[config.mk]
export PLATFORM = sky130hd
export DESIGN_NAME = sorted_key_table_unit
export DESIGN_NICKNAME = d
export VERILOG_FILES = /design/src/rtl/skt_pkg.sv /design/src/rtl/skt_cell.sv /design/src/rtl/sorted_key_table_unit.sv
export SDC_FILE = /design/constraint.sdc
export NUM_CORES = 2
export LEC_CHECK = 0
export ABC_AREA = 1
export BUFFER_PORTS_ARGS = -buffer_cell sky130_fd_sc_hd__buf_2
export CORE_ASPECT_RATIO = 0.5
export CORE_UTILIZATION = 35
export DETAILED_ROUTE_END_ITERATION = 10
export GPL_TIMING_DRIVEN = 0
export PLACE_DENSITY = 0.48
export SYNTH_ARGS = -nofsm -noshare
export SYNTH_HDL_FRONTEND = slang
export SYNTH_SLANG_ARGS = --single-unit
[constraint.sdc]
create_clock -name i_clk -period 6.7 [get_ports i_clk]
set_input_delay 0.335 -clock i_clk [delete_from_list [all_inputs] [get_ports i_clk]]
set_output_delay 0.335 -clock i_clk [all_outputs]
set_load 0.01 [all_outputs]
[src/rtl/skt_pkg.sv]
// Shared types and constants for the sorted key table.
package skt_pkg;

    localparam int CAPACITY = 16;
    localparam int KEY_W    = 32;
    localparam int VAL_W    = 32;
    localparam int POS_W    = 5;
    localparam int STAT_W   = 2;
    // internal position width: must hold CAPACITY itself
    localparam int IDX_W    = $clog2(CAPACITY + 1);

    localparam logic CMD_INSERT = 1'b0;
    localparam logic CMD_LOOKUP = 1'b1;

    localparam logic [STAT_W-1:0] ST_OK   = 2'd0;
    localparam logic [STAT_W-1:0] ST_MISS = 2'd1;
    localparam logic [STAT_W-1:0] ST_FULL = 2'd2;

    typedef enum logic {
        S_IDLE,
        S_UPD
    } t_state;

    // control broadcast to every cell
    typedef struct packed {
        logic cmp;  // capture compare flags against the incoming key
        logic upd;  // apply the insert shift
    } t_cell_ctl;

    // status one cell shows its upper neighbor and the top level
    typedef struct packed {
        logic valid;
        logic lt;   // stored key below the search key
        logic eq;   // stored key equals the search key
        logic bnd;  // this cell is the lower-bound position
    } t_cell_stat;

endpackage

[src/rtl/skt_cell.sv]
// One table cell: holds an entry, compares it and shifts it up on insert.
module skt_cell
    import skt_pkg::*;
(
    input  logic             i_clk,
    input  logic             i_rst_n,
    input  t_cell_ctl        i_ctl,
    input  logic [KEY_W-1:0] i_cmp_key,
    input  logic [KEY_W-1:0] i_new_key,
    input  logic [VAL_W-1:0] i_new_value,
    input  logic [KEY_W-1:0] i_prev_key,
    input  logic [VAL_W-1:0] i_prev_value,
    input  t_cell_stat       i_prev_stat,
    output logic [KEY_W-1:0] o_key,
    output logic [VAL_W-1:0] o_value,
    output t_cell_stat       o_stat
);

    logic [KEY_W-1:0] r_key,   n_key;
    logic [VAL_W-1:0] r_value, n_value;
    logic             r_valid, n_valid;
    logic             r_lt, r_eq;
    logic             w_bnd;

    assign w_bnd = i_prev_stat.lt & ~r_lt;

    always_comb begin
        n_key   = r_key;
        n_value = r_value;
        n_valid = r_valid;
        if (i_ctl.upd && !r_lt) begin
            if (w_bnd) begin
                n_key   = i_new_key;
                n_value = i_new_value;
                n_valid = 1'b1;
            end else begin
                // take the lower neighbor's entry
                n_key   = i_prev_key;
                n_value = i_prev_value;
                n_valid = i_prev_stat.valid;
            end
        end
    end

    always_ff @(posedge i_clk) begin
        if (!i_rst_n) begin
            r_valid <= 1'b0;
            r_lt    <= 1'b0;
            r_eq    <= 1'b0;
        end else begin
            r_valid <= n_valid;
            if (i_ctl.cmp) begin
                r_lt <= r_valid && (r_key < i_cmp_key);
                r_eq <= r_valid && (r_key == i_cmp_key);
            end
        end
    end

    always_ff @(posedge i_clk) begin
        r_key   <= n_key;
        r_value <= n_value;
    end

    assign o_key        = r_key;
    assign o_value      = r_value;
    assign o_stat.valid = r_valid;
    assign o_stat.lt    = r_lt;
    assign o_stat.eq    = r_eq;
    assign o_stat.bnd   = w_bnd;

endmodule

[src/rtl/sorted_key_table_unit.sv]
// Top level of the sorted key table: cell chain, sequencing and result register.
//
// A table of up to CAPACITY entries (32-bit key, 32-bit value) kept in
// ascending key order in a row of cells, one entry per cell.
// Input channel: i_valid / o_stall carry one beat of command, key, value.
// Command insert stores the entry before any run of equal keys; command
// lookup returns the first entry whose key matches.
// Output channel: o_valid / i_stall carry one beat of status, position,
// value_out per input beat.
// Timing: at the accept edge every cell compares its key with the incoming
// key; in the update state each cell finds from its lower neighbor whether it
// is the lower-bound position, the insert shift happens in every cell at
// once, and the result is registered. A new item is accepted only once the
// last one has left the update state; the result timing is set by the compare
// and the update step of the cell row, independent of CAPACITY.
// While a result waits under i_stall, the next item is still accepted and
// compared; its update cycle holds until the output register is free.
// Reset empties the table at once (valid flags only) and drops any result.
module sorted_key_table_unit
    import skt_pkg::*;
(
    input  logic              i_clk,
    input  logic              i_rst_n,
    input  logic              i_valid,
    output logic              o_stall,
    input  logic              i_command,
    input  logic [KEY_W-1:0]  i_key,
    input  logic [VAL_W-1:0]  i_value,
    output logic              o_valid,
    input  logic              i_stall,
    output logic [STAT_W-1:0] o_status,
    output logic [POS_W-1:0]  o_position,
    output logic [VAL_W-1:0]  o_value_out
);

    t_state            r_state, n_state;
    logic              r_cmd;
    logic [KEY_W-1:0]  r_key;
    logic [VAL_W-1:0]  r_value;

    logic              r_o_valid, n_o_valid;
    logic [STAT_W-1:0] r_status, n_status;
    logic [POS_W-1:0]  r_pos, n_pos;
    logic [VAL_W-1:0]  r_vout, n_vout;

    logic              w_accept;
    logic              w_out_free;
    logic              w_load;
    logic              w_full;
    logic              w_any_hit;
    logic [IDX_W-1:0]  w_pos;
    logic [VAL_W-1:0]  w_hit_value;
    t_cell_ctl         w_ctl;

    logic [KEY_W-1:0]  w_key   [CAPACITY];
    logic [VAL_W-1:0]  w_val   [CAPACITY];
    t_cell_stat        w_stat  [CAPACITY];

    assign w_accept   = i_valid && !o_stall;
    assign w_out_free = !r_o_valid || !i_stall;
    assign w_full     = w_stat[CAPACITY-1].valid;

    // ---- sequencing ----
    always_comb begin
        n_state = r_state;
        w_load  = 1'b0;
        case (r_state)
            S_IDLE: begin
                if (w_accept) begin
                    n_state = S_UPD;
                end
            end
            S_UPD: begin
                if (w_out_free) begin
                    w_load  = 1'b1;
                    n_state = S_IDLE;
                end
            end
            default: begin
                n_state = S_IDLE;
            end
        endcase
    end

    always_ff @(posedge i_clk) begin
        if (!i_rst_n) begin
            r_state <= S_IDLE;
        end else begin
            r_state <= n_state;
        end
    end

    // hold the item for its update cycle
    always_ff @(posedge i_clk) begin
        if (w_accept) begin
            r_cmd   <= i_command;
            r_key   <= i_key;
            r_value <= i_value;
        end
    end

    assign w_ctl.cmp = w_accept;
    assign w_ctl.upd = w_load && (r_cmd == CMD_INSERT) && !w_full;

    // ---- cell row ----
    for (genvar g = 0; g < CAPACITY; g++) begin : g_cell
        logic [KEY_W-1:0] w_prev_key;
        logic [VAL_W-1:0] w_prev_val;
        t_cell_stat       w_prev_stat;

        if (g == 0) begin : g_head
            // below the first cell every key counts as smaller
            assign w_prev_key  = '0;
            assign w_prev_val  = '0;
            assign w_prev_stat = '{valid: 1'b1, lt: 1'b1, eq: 1'b0, bnd: 1'b0};
        end else begin : g_link
            assign w_prev_key  = w_key[g-1];
            assign w_prev_val  = w_val[g-1];
            assign w_prev_stat = w_stat[g-1];
        end

        skt_cell u_cell (
            .i_clk       (i_clk),
            .i_rst_n     (i_rst_n),
            .i_ctl       (w_ctl),
            .i_cmp_key   (i_key),
            .i_new_key   (r_key),
            .i_new_value (r_value),
            .i_prev_key  (w_prev_key),
            .i_prev_value(w_prev_val),
            .i_prev_stat (w_prev_stat),
            .o_key       (w_key[g]),
            .o_value     (w_val[g]),
            .o_stat      (w_stat[g])
        );
    end

    // ---- result: one-hot boundary to index, AND-OR of the hit value ----
    always_comb begin
        w_pos       = '0;
        w_hit_value = '0;
        w_any_hit   = 1'b0;
        for (int i = 0; i < CAPACITY; i++) begin
            if (w_stat[i].bnd) begin
                w_pos = w_pos | IDX_W'(i);
            end
            if (w_stat[i].bnd && w_stat[i].eq) begin
                w_hit_value = w_hit_value | w_val[i];
                w_any_hit   = 1'b1;
            end
        end
        // every cell below the key: position is past the last cell
        if (w_stat[CAPACITY-1].lt) begin
            w_pos = IDX_W'(CAPACITY);
        end
    end

    always_comb begin
        n_status = ST_MISS;
        n_vout   = '0;
        if (r_cmd == CMD_INSERT) begin
            n_status = w_full ? ST_FULL : ST_OK;
        end else if (w_any_hit) begin
            n_status = ST_OK;
            n_vout   = w_hit_value;
        end
        n_pos = POS_W'(w_pos);
    end

    assign n_o_valid = w_load || (r_o_valid && i_stall);

    always_ff @(posedge i_clk) begin
        if (!i_rst_n) begin
            r_o_valid <= 1'b0;
        end else begin
            r_o_valid <= n_o_valid;
        end
    end

    always_ff @(posedge i_clk) begin
        if (w_load) begin
            r_status <= n_status;
            r_pos    <= n_pos;
            r_vout   <= n_vout;
        end
    end

    assign o_stall     = (r_state != S_IDLE);
    assign o_valid     = r_o_valid;
    assign o_status    = r_status;
    assign o_position  = r_pos;
    assign o_value_out = r_vout;

endmodule

Word level (Yosys, flattened, before mapping)
Cells that the tools add are included.
{ "totals": {"input_bits": 69, "regBits": 1178, "elab_cells": 359} }
{ "op_classes": {"reduce_logical": 91, "bitwise_logic": 48, "order_cmp": 16, "n_mux": 100, "n_eq_ne": 16} }
{ "op_table": {"columns": ["op", "count"], "rows": [
  ["2-to-1 mux 32 bit", 46],
  ["== test 32 bit", 16],
  ["less-than comparator 32 bit", 16],
  ["bitwise OR 32 bit", 15],
  ["logical AND 1 bit", 68],
  ["2-to-1 mux 1 bit", 37],
  ["2-to-1 mux 4 bit", 8],
  ["logical NOT 1 bit", 20],
  ["inverter 1 bit", 18],
  ["bitwise AND 1 bit", 15],
  ["2-to-1 mux 3 bit", 4],
  ["2-to-1 mux 2 bit", 4],
  ["logical OR 1 bit", 2],
  ["case mux 1 bit (2 select lines)", 1],
  ["AND reduction 2 bit", 1]
]} }

Depth between registers and ports, before layout
{ "logic_depth": {"word_depth": 33, "mapped_depth": 14, "depth_no_buf": 14} }

Modules after synthesis
From an unflattened synthesis, not the netlist that was laid out.
{ "unflattened": {"cells_unflattened": 8280, "hier_area_um2": 68887.3} }
{ "modules_own_cells": {"columns": ["module", "instances", "area_per_inst_um2", "cells_each"], "rows": [
  ["skt_cell at g_cell[0].u_cell ...", 15, 3776.1, 435],
  ["sorted_key_table_unit", 1, 8465.6, 1320],
  ["skt_cell at g_cell[15].u_cell", 1, 3779.9, 435]
]} }

Least setup slack after synthesis
OpenSTA, ideal clock, no wires.
{ "synth_path": {"path_type": "register to register", "from": "register r_state, in the netlist o_stall", "to": "register g_cell[15].u_cell.r_valid", "stages_incl_launch_ff": 8, "n_path_buf": 1, "path_slack_ps": 1531, "synth_period_minus_slack_ps": 5169, "setup_time_ps": 75, "t_arrival_ps": 5094, "cell_sequence": "dfxtp_1 > nand2_1 > inv_1 > nand3_4 > buf_6 > nor2_1 > o21ai_0 > a21oi_1"} }
{ "synth_between": {"elab_chain_len": 4} }
{ "synth_rtl": {"columns": ["item", "line", "source"], "rows": [
  ["from (decl)", "sorted_key_table_unit.sv:36", "t_state r_state, n_state;"],
  ["from (signal assigned)", "sorted_key_table_unit.sv:89", "r_state <= n_state;"],
  ["2-to-1 mux 1 bit", "sorted_key_table_unit.sv:67", "case (r_state)"],
  ["via w_load", "sorted_key_table_unit.sv:48", "logic w_load;"],
  ["logical AND 1 bit (2 in a row)", "sorted_key_table_unit.sv:103", "assign w_ctl.upd = w_load && (r_cmd == CMD_INSERT) && !w_full;"],
  ["logical AND 1 bit", "skt_cell.sv:31", "if (i_ctl.upd && !r_lt) begin"],
  ["to (signal assigned)", "skt_cell.sv:51", "r_valid <= n_valid;"],
  ["to (decl)", "skt_cell.sv:21", "logic r_valid, n_valid;"]
]} }
The timed path passes the listed nets, and every way through them passes these cells.
A chain may end at the register's enable or synchronous reset.

Worst setup path after layout
{ "layout_path": {"from": "register g_cell[0].u_cell.r_lt", "to": "register r_vout[2], in the netlist o_value_out[2], data pin"} }
{ "layout_between": {"elab_chain_len": 33, "elab_cells_between_ends": 52, "cone_classes": "mux: 32; bitwise: 17; reduce/logical: 3"} }
{ "layout_rtl": {"columns": ["item", "line", "source"], "rows": [
  ["from (decl)", "skt_cell.sv:22", "logic r_lt, r_eq;"],
  ["from (signal assigned)", "skt_cell.sv:53", "r_lt <= r_valid && (r_key < i_cmp_key);"],
  ["inverter 1 bit", "skt_cell.sv:25", "assign w_bnd = i_prev_stat.lt & ~r_lt;"],
  ["logical AND 1 bit", "sorted_key_table_unit.sv:147", "if (w_stat[i].bnd && w_stat[i].eq) begin"],
  ["2-to-1 mux 32 bit", "sorted_key_table_unit.sv:147", null],
  ["bitwise OR 32 bit", "sorted_key_table_unit.sv:148", "w_hit_value = w_hit_value | w_val[i];"],
  ["2-to-1 mux 32 bit", "sorted_key_table_unit.sv:147", null],
  ["bitwise OR 32 bit", "sorted_key_table_unit.sv:148", null],
  ["2-to-1 mux 32 bit", "sorted_key_table_unit.sv:147", null],
  ["bitwise OR 32 bit", "sorted_key_table_unit.sv:148", null],
  ["[... 17 more ...]", null, null],
  ["bitwise OR 32 bit", "sorted_key_table_unit.sv:148", null],
  ["2-to-1 mux 32 bit", "sorted_key_table_unit.sv:147", null],
  ["bitwise OR 32 bit", "sorted_key_table_unit.sv:148", null],
  ["2-to-1 mux 32 bit", "sorted_key_table_unit.sv:147", null],
  ["bitwise OR 32 bit", "sorted_key_table_unit.sv:148", null],
  ["2-to-1 mux 32 bit", "sorted_key_table_unit.sv:147", null],
  ["bitwise OR 32 bit", "sorted_key_table_unit.sv:148", null],
  ["2-to-1 mux 32 bit", "sorted_key_table_unit.sv:147", null],
  ["to (signal assigned)", "sorted_key_table_unit.sv:184", "r_vout <= n_vout;"],
  ["to (decl)", "sorted_key_table_unit.sv:44", "logic [VAL_W-1:0] r_vout, n_vout;"]
]} }
Parallel ways exist; a longest one is shown, timed or not.

==> run summary <==
WHS Path Cells: 3
most common cell after layout, fill and taps aside: nand2_1
Area growth, synth to finish: 14.8%
I/O pins: 110
gr ovfl total: 0
largest net degree at the start of global routing: 46
crit-path cells: inv_2, nor2_4, nand2_1, nand4_1, nor2_1, nand2_1, nand2_2, buf_6, nor2_1
post-synthesis xor/xnor area fraction: 0%
HP Start: i_rst_n
FF+latch count, synth: 1178
syn avg cell area: 9.46 um^2
Worst-Margin Slew: 1.56 ns
drt wl/cell: 28.6 um
die width: 602 um
crit end category: flip-flop
Slew Viols, Final: 11
register area share after synthesis: 55.4%
Critical Setup Path Class: reg -> reg
Clock transition at path regs: 0.07 ns
unrepaired setup endpoints after global routing: false
delay of the slowest cell on the worst path: 0.64 ns
grt met1 use: 41.4%
Worst Path Max Fanout: 10
max cap viols: 1
final setup vio count: 0
fraction of layout cells with a size suffix above 1: 6.74%
worst path required time: 7.19 ns
cells on worst reg2reg path: 9
Ys Warns: 0
DP Cell Count: 9199
H-tree levels: 3
first-pass GRT wire length: 377000 um
critical path's slowest cell: nand2_1
combinational family with the most area after synthesis: simple AND/OR/NAND/NOR gates
Buffers & Inverters on Critical Path: 2
Synth Instances: 6650
# fillers: 17900
complex-gate fraction of the synthesized area: 12.8%
pre-CTS setup slack: 3.13 ns
die area: 182000 um^2
Hold Path Sink: g_cell[14].u_cell.r_valid
syn nets: 7231
CP delay by family, top: simple AND/OR/NAND/NOR gates
die span in y: 302 um
worst r2r src: g_cell[0].u_cell.r_lt
r2r setup slk: 3.10 ns
worst flop-to-flop path endpoint: o_value_out[2]
drt via density: 5.60
vias in the first global route: 49200
clock skew: 0.0343 ns
critical path launch point type: flip-flop
Post-Layout Cell Count: 9488
Root Driver: clkbuf_16
total power: 17.2 mW
Simple-Gate Fraction of Synth Area: 15.1%
GR Util met3: 6.00%
final wirelength: 272000 um
GR peak layer: met2
Synth Cell Area: 62900 um^2
leakage power: 29.2 nW
number of CTS-inserted buffers: 120
M2 GR Usage: 44.5%
CTS tree: done
worst skew pair latency: 0.78 ns
Adder-Cell Fraction of Synth Area: 10.2%
setup TNS: 0 ns
Hold Crit Class: in -> reg
mux share of post-synthesis cell area: 0%
vias: 53100
clock tree buffer depth: 3
worst setup margin: 3.10 ns
commonest cells after routing, fill and taps aside: nand2_1 (1593), edfxtp_1 (1128), o21ai_0 (1110), inv_1 (666), ha_1 (512)
Initial Util: 35.4%
initial antenna violation count: 9
Post-route DRC: 0
Fmax: 278 MHz
Post-CTS Setup Bufs: 0
DPL Wire Length: 196000 um
Routed Antenna Nets: 0
crit path DAT: 4.09 ns
max-slew headroom at the worst pin: -3.86%
Max IR drop VDD: 0.201 mV
Site Rows: 109
Final Hold Fails: 0
Initial DRC Count: 7035
iteration count of the initial detailed-routing pass: 7
worst hold slack: 0.0257 ns
Final min period: 3.60 ns
failing checks: max-capacitance violations, max-slew violations
PD cells: 238 nW/um^2
Yosys cell types: 35
core footprint: 178000 um^2
port buffer count: 108
period utilization: 53.7%
run status: complete, but fails checks
clk sink count: 1178
gpl congestion: 0.930
Total GRT Usage: 29.3%
nets: 7580
## kinds of logic (layout without fill, tap and decap cells)
| kind of cell | after synthesis | count (layout) |
|---|---|---|
| other | 0 | 10 |
| flip-flops | 1178 | 1178 |
| buffers and inverters | 1036 | 1478 |
| AO/OA/AOI/OAI | 1550 | 1550 |
| adder cells (fa/ha/maj) | 512 | 512 |
| AND/OR/NAND/NOR | 2374 | 2374 |
## per-layer routing
layer / share of wire [%] / vias up
li1: - / 23600
met1: 43 / 26200
met2: 43 / 2792
met3: 10 / 508
met4: 4.0 / 6
met5: 0.072 / -
## layout make-up
cell class | instances | area (um^2) | share of cell area [%]
Clock buffer | 164 | 3280 | 4.54
Inverter | 688 | 2580 | 3.58
Buffer | 348 | 1490 | 2.06
Multi-Input combinational cell | 4436 | 24100 | 33.4
Clock inverter | 51 | 459 | 0.636
Tap cell | 2386 | 2990 | 4.13
Timing Repair Buffer | 227 | 2420 | 3.36
Antenna cell | 10 | 25.0 | 0.0347
Sequential cell | 1178 | 34900 | 48.3
## worst max-delay path by stage
stage,end,depth (start not counted),startpoint
after floorplan,g_cell[15].u_cell.r_valid,7,o_stall
after global placement,g_cell[9].u_cell.r_valid,7,o_stall
after detailed placement,g_cell[2].u_cell.r_lt,12,i_key[29]
after CTS,g_cell[5].u_cell.o_value[6],7,o_stall
after global routing,o_value_out[2],9,g_cell[0].u_cell.r_lt
final,o_value_out[2],9,g_cell[0].u_cell.r_lt
## worst reg2reg max path, stage by stage (launching register included)
cell and delay, ns:
dfxtp_1 0.61, inv_2 0.22, nor2_4 0.19, nand2_1 0.64
nand4_1 0.32, nor2_1 0.07, nand2_1 0.10, nand2_2 0.37
buf_6 0.33, nor2_1 0.49
## sequential cells by signal, summed over array words and instances, names as in the netlist, 5 cells and up
register	cells
g_cell.u_cell.o_key	512
o_position	5
g_cell.u_cell.r_valid	16
r_value	32
r_key	32
g_cell.u_cell.r_eq	16
o_value_out	32
g_cell.u_cell.r_lt	16
g_cell.u_cell.o_value	512
## cells in the mapped netlist (all sizes together)
master | count | area (um^2)
and2 | 2 | 12.5
nor4 | 6 | 37.5
nand3b | 1 | 7.51
clkinv | 10 | 37.5
a21boi | 6 | 45.0
nor2 | 471 | 1870
o21ai | 1124 | 5630
ha | 512 | 6410
buf | 113 | 601
nand2 | 1601 | 6030
and3 | 4 | 25.0
clkbuf | 235 | 883
o21a | 21 | 158
a31oi | 11 | 68.8
a211oi | 1 | 7.51
a21oi | 231 | 1160
nand4 | 53 | 332
o21bai | 11 | 82.6
nor3 | 20 | 100
edfxtp | 1128 | 33900
dfxtp | 50 | 1000
a21o | 13 | 97.6
inv | 678 | 2540
nand3 | 216 | 1090
o22ai | 132 | 826
## report_power, final
| group | internal (mW) | switching, mW |
|---|---|---|
| clock | 3.68 | 3.22 |
| combinational | 0.503 | 1.21 |
| sequential | 8.41 | 0.145 |
## metrics by stage
step	util, %	instance area (um^2)
after floorplan	-	62900
after CTS	40.7	72200
after global placement	37.4	66400
after detailed placement	38.2	67800
after global routing	40.7	72200
final	40.7	72200
## repair_timing
action,in CTS,in global routing
hold endpoints to repair,64,0
resized for setup,0,0
hold buffers,64,0
Note: power is estimated with default switching activity, not from simulation.
